<file path="src/rtl/core/indexed_quad_heap_decrease_key_top_defines.svh">
// Assertion helpers for the heap block
`ifndef INDEXED_QUAD_HEAP_DECREASE_KEY_TOP_DEFINES_SVH
`define INDEXED_QUAD_HEAP_DECREASE_KEY_TOP_DEFINES_SVH

// property that must hold from the clock edge on, outside reset
`define IQH_ASSERT(label, prop, msg) \
  label: assert property (@(posedge clk) disable iff (!rst_n) (prop)) else $error(msg);

// antecedent implies consequent in the following cycle
`define IQH_ASSERT_NEXT(label, ante, cons, msg) \
  label: assert property (@(posedge clk) disable iff (!rst_n) (ante) |=> (cons)) \
    else $error(msg);

`endif

</file>
<file path="src/rtl/core/iqh_ram.sv">
module iqh_ram #(
  parameter int unsigned WIDTH = 8,
  parameter int unsigned DEPTH = 16
) (
  input  logic                     clk,
  input  logic                     we,
  input  logic [$clog2(DEPTH)-1:0] waddr,
  input  logic [WIDTH-1:0]         wdata,
  input  logic [$clog2(DEPTH)-1:0] raddr,
  output logic [WIDTH-1:0]         rdata
);

  logic [WIDTH-1:0] mem [DEPTH];

  always_ff @(posedge clk) begin
    if (we) begin
      mem[waddr] <= wdata;
    end
    rdata <= mem[raddr];
  end

endmodule

</file>
<file path="config.mk">
export PLATFORM = sky130hd
export DESIGN_NAME = iqh_ram
export DESIGN_NICKNAME = d
export VERILOG_FILES = /design/src/rtl/core/indexed_quad_heap_decrease_key_top_defines.svh /design/src/rtl/core/iqh_ram.sv
export SDC_FILE = /design/constraint.sdc
export NUM_CORES = 1
export LEC_CHECK = 0
export ABC_AREA = 1
export CORE_UTILIZATION = 40
export CTS_BUF_LIST = sky130_fd_sc_hd__clkbuf_16
export CTS_CLUSTER_SIZE = 16
export DETAILED_ROUTE_END_ITERATION = 10
export DONT_BUFFER_PORTS = 1
export PLACE_DENSITY = 0.58
export SETUP_SLACK_MARGIN = 0.05
export SLEW_MARGIN = 30
export SYNTH_ARGS = -nofsm -noshare
export SYNTH_HDL_FRONTEND = slang
export SYNTH_SLANG_ARGS = --single-unit
</file>
<file path="constraint.sdc">
create_clock -name clk -period 3.2 [get_ports clk]
set_clock_uncertainty 0.2 [all_clocks]
set_input_delay 0.8 -clock clk [delete_from_list [all_inputs] [get_ports clk]]
set_output_delay 0.8 -clock clk [all_outputs]
set_load 0.05 [all_outputs]
</file>
* Word-level counts from Yosys, hierarchy flattened
Memories as Yosys holds them, arrays and structs flattened. A register that Yosys moved wholly into a read port is not among the register bits.
Index checks and enable logic that the tools add are counted.
** Word-level totals
- Bits in registers :: 0
- Bits in latches :: 0
- Bits in writable memories :: 128
- Bits in read-only memories :: 0
- Output and inout bits :: 8
- Memories kept :: 1
** Memory list
- mem :: depth 16, width 8, read ports 1, clocked after memory_dff 1, wr ports 1, RTL line iqh_ram.sv:13 : logic [WIDTH-1:0] mem [DEPTH];
** Operators by class
- Add/subtract/negate cells :: 0
- Multipliers :: 0
- Div/mod/pow operators :: 0
- Magnitude comparators :: 0
- Equality and inequality tests :: 0
- Shifts and indexed selects :: 0
- Multiplexer cells :: 2
- Bitwise gates (word level) :: 0
- Reductions and logical operators :: 0
** Operator list (number)
- $mux 1 :: 2

* Depth between registers and ports, before layout
- Depth after elaboration :: 2
- Mapped depth :: 8
- Depth with buffers taken out :: 7

* Worst setup path after synthesis
OpenSTA, ideal clock, no wires.
- Path kind :: input-to-reg
- From :: input port waddr[2]
- To :: memory mem[10][0] (enable)
- Setup time :: 370 ps
- Data arrival time :: 1381 ps
- Required time :: 2630 ps
- Setup slack :: 1249 ps
- Stages on the path :: 2
- Buffers on the path :: 0
- Path through :: nand3b_1 nor2_1
** RTL lines
- start: declaration :: RTL line iqh_ram.sv:7 : input logic [$clog2(DEPTH)-1:0] waddr,
- end: declaration :: RTL line iqh_ram.sv:13
Straight into the memory's write port.

* Worst setup path after layout
- From :: register rdata[1], read port of mem
- To :: output port rdata[1]
** RTL lines
- start: declaration :: RTL line iqh_ram.sv:10 : output logic [WIDTH-1:0] rdata
No word-level cell between the ends.

==> reports/metrics.cfg <==
[run_status]
status=complete, no violations

[synthesis]
netlist_area_um2=5770
yosysMostFrequentCell=nand2_1
synth_edf_count=128
synth.distinct_cells=12
netlist_instances=551
synth-async-reset-ratio=0
synth_warnings=0
yosysTopAreaCellShare=0.667
syn_nets=569
synth_seq_area_share=0.694
ys_seq_elements=136
ys.flop_type=edfxtp_1
synth_common_cells=nand2_1, edfxtp_1, inv_1
yosys-top-cells-area=edfxtp_1, nand2_1, nand3_1, inv_1, dfxtp_1
avgSynthCellArea_um2=10.5
yosys.area.top_type=edfxtp_1

[global_routing]
antenna_found_initial=0
grt_pass1_vias=3539
grt_start_max_net_pins=66
grt_usage=0.188
grt_pass1_wl_um=19800
overflow=0

[setup_path]
worst_ep_arrival_time_ps=1050
end_kind=primary output
crit_fanout=1
required_ps=2200
cp-start-kind=register
critPathKind=register to primary output

[timing]
min_period_ps=2050
setup_viol=0
whs_ps=267
slew_violations=0
worst_slew_pin_slew_ps=810
fmax_mhz=488
setup_tns_ps=0
min_period_over_period=0.640
max_slew_margin=0.458
rsz0062_at_grt=no
final-hold-violation-count=0

[floorplan]
num_rows=43
die_h_um=122
num_io_pins=26
die_x_um=122
fp.coreArea_um2=14000
initial_utilization=0.412
die_area_um2=14900

[detailed_routing]
via_count=3598
wirelength_um=12500
drc=0
drt_iter0_drc=309
vias_per_cell=4.85
firstDrtPassIters=4
final_antenna_net_count=0
wl_per_cell_um=16.8

[power]
p_leak_nw=2.74
finalPower_mw=4.20
ir_drop_uv=391
cellPowerDensity_nw_per_um2=650

[placed_design]
gp_congestion=0.814
dpl.hpwl_um=7600
dp.cells=710
io_buffer_count=0

[clock_network]
root_buffer=clkbuf_16
htree_levels=4
clock-sinks=136
numCtsBuffers=17
clkTransAtPathRegs_ps=60
postCtsSetupBuffers=0
hold_buffers=0
insertion_delay_ps=430
cts_resized=0
cts_tree=built
clock_path_buffers=2

[run]
drv_cap=0

[hold_path]
min_path_type=primary input to register

[layout]
final_cells=742
seq_area_um2=4000
final_net_count=567
fill_cells=1302
final_layout_size_suffix_gt1_frac=0.0623
multi_input_area_um2=1210
synthToLayoutAreaGrowth_pct=12.2
antennaDiodeCount=0

## per-layer routing
layer	GRT usage	part of all wire	routed length (um)
met1	0.248	0.44	5520
met3	0.0403	0.048	601
met5	0	0	0
met2	0.294	0.49	6090
met4	0.0915	0.022	273
## state kept, by name (all words and copies together) (netlist names)
name   flops
mem      128
rdata      8
## kinds of logic (layout without fill, tap and decap cells)
kind of cell / after synthesis / after routing / share of synthesized area
DFF: 136 / 136 / 0.694
and+or+nand+nor: 289 / 289 / 0.210
buffers and inverters: 126 / 137 / 0.0952
## worst paths after layout
kind              start         to  slack [ps]  cells past startpoint
min reg2reg  mem[11][1]   rdata[1]         470                      6
min            wdata[4]  mem[6][4]         270                      0
max            rdata[1]   rdata[1]        1150                      0
max reg2reg   mem[0][6]   rdata[6]        1900                      6
## power breakdown
part	total (mW)	internal (mW)	switching [mW]	leakage, nW
clock	2.00	1.29	0.714	0.305
combinational	0.153	0.0502	0.103	1.21
sequential	2.05	1.99	0.0531	1.22
total	4.20	3.33	0.870	2.74
## through the flow
stage / util / area [um^2] / setup slack (ps)
after floorplan: - / 5770 / 1250
after global routing: 0.463 / 6470 / 1120
after detailed placement: 0.419 / 5860 / 876
after global placement: 0.419 / 5860 / 880
final: 0.463 / 6470 / 1150
after CTS: 0.463 / 6470 / 1110
## layout by cell type (no fill, tap or decap)
cell / netlist / layout
clkinv_2: 0 / 6
clkbuf_16: 0 / 17
clkinv_1: 0 / 2
dfxtp_1: 8 / 8
buf_4: 4 / 2
inv_2: 2 / 2
clkinv_4: 0 / 3
buf_12: 0 / 1
nand3_1: 97 / 97
bufinv_16: 0 / 4
nand3b_1: 2 / 2
edfxtp_1: 128 / 128
nand2_1: 173 / 173
inv_1: 100 / 100
nor2_1: 17 / 17
## area by class of cell
type                    count  area share
multi-input cells         289       0.188
repair buffers              3     0.00541
inverters                 102      0.0592
flip-flops and latches    136       0.619
clock buffers              17      0.0658
well taps                 180      0.0348
clock inverters            15      0.0284
Note: power is estimated with default switching activity, not from simulation.
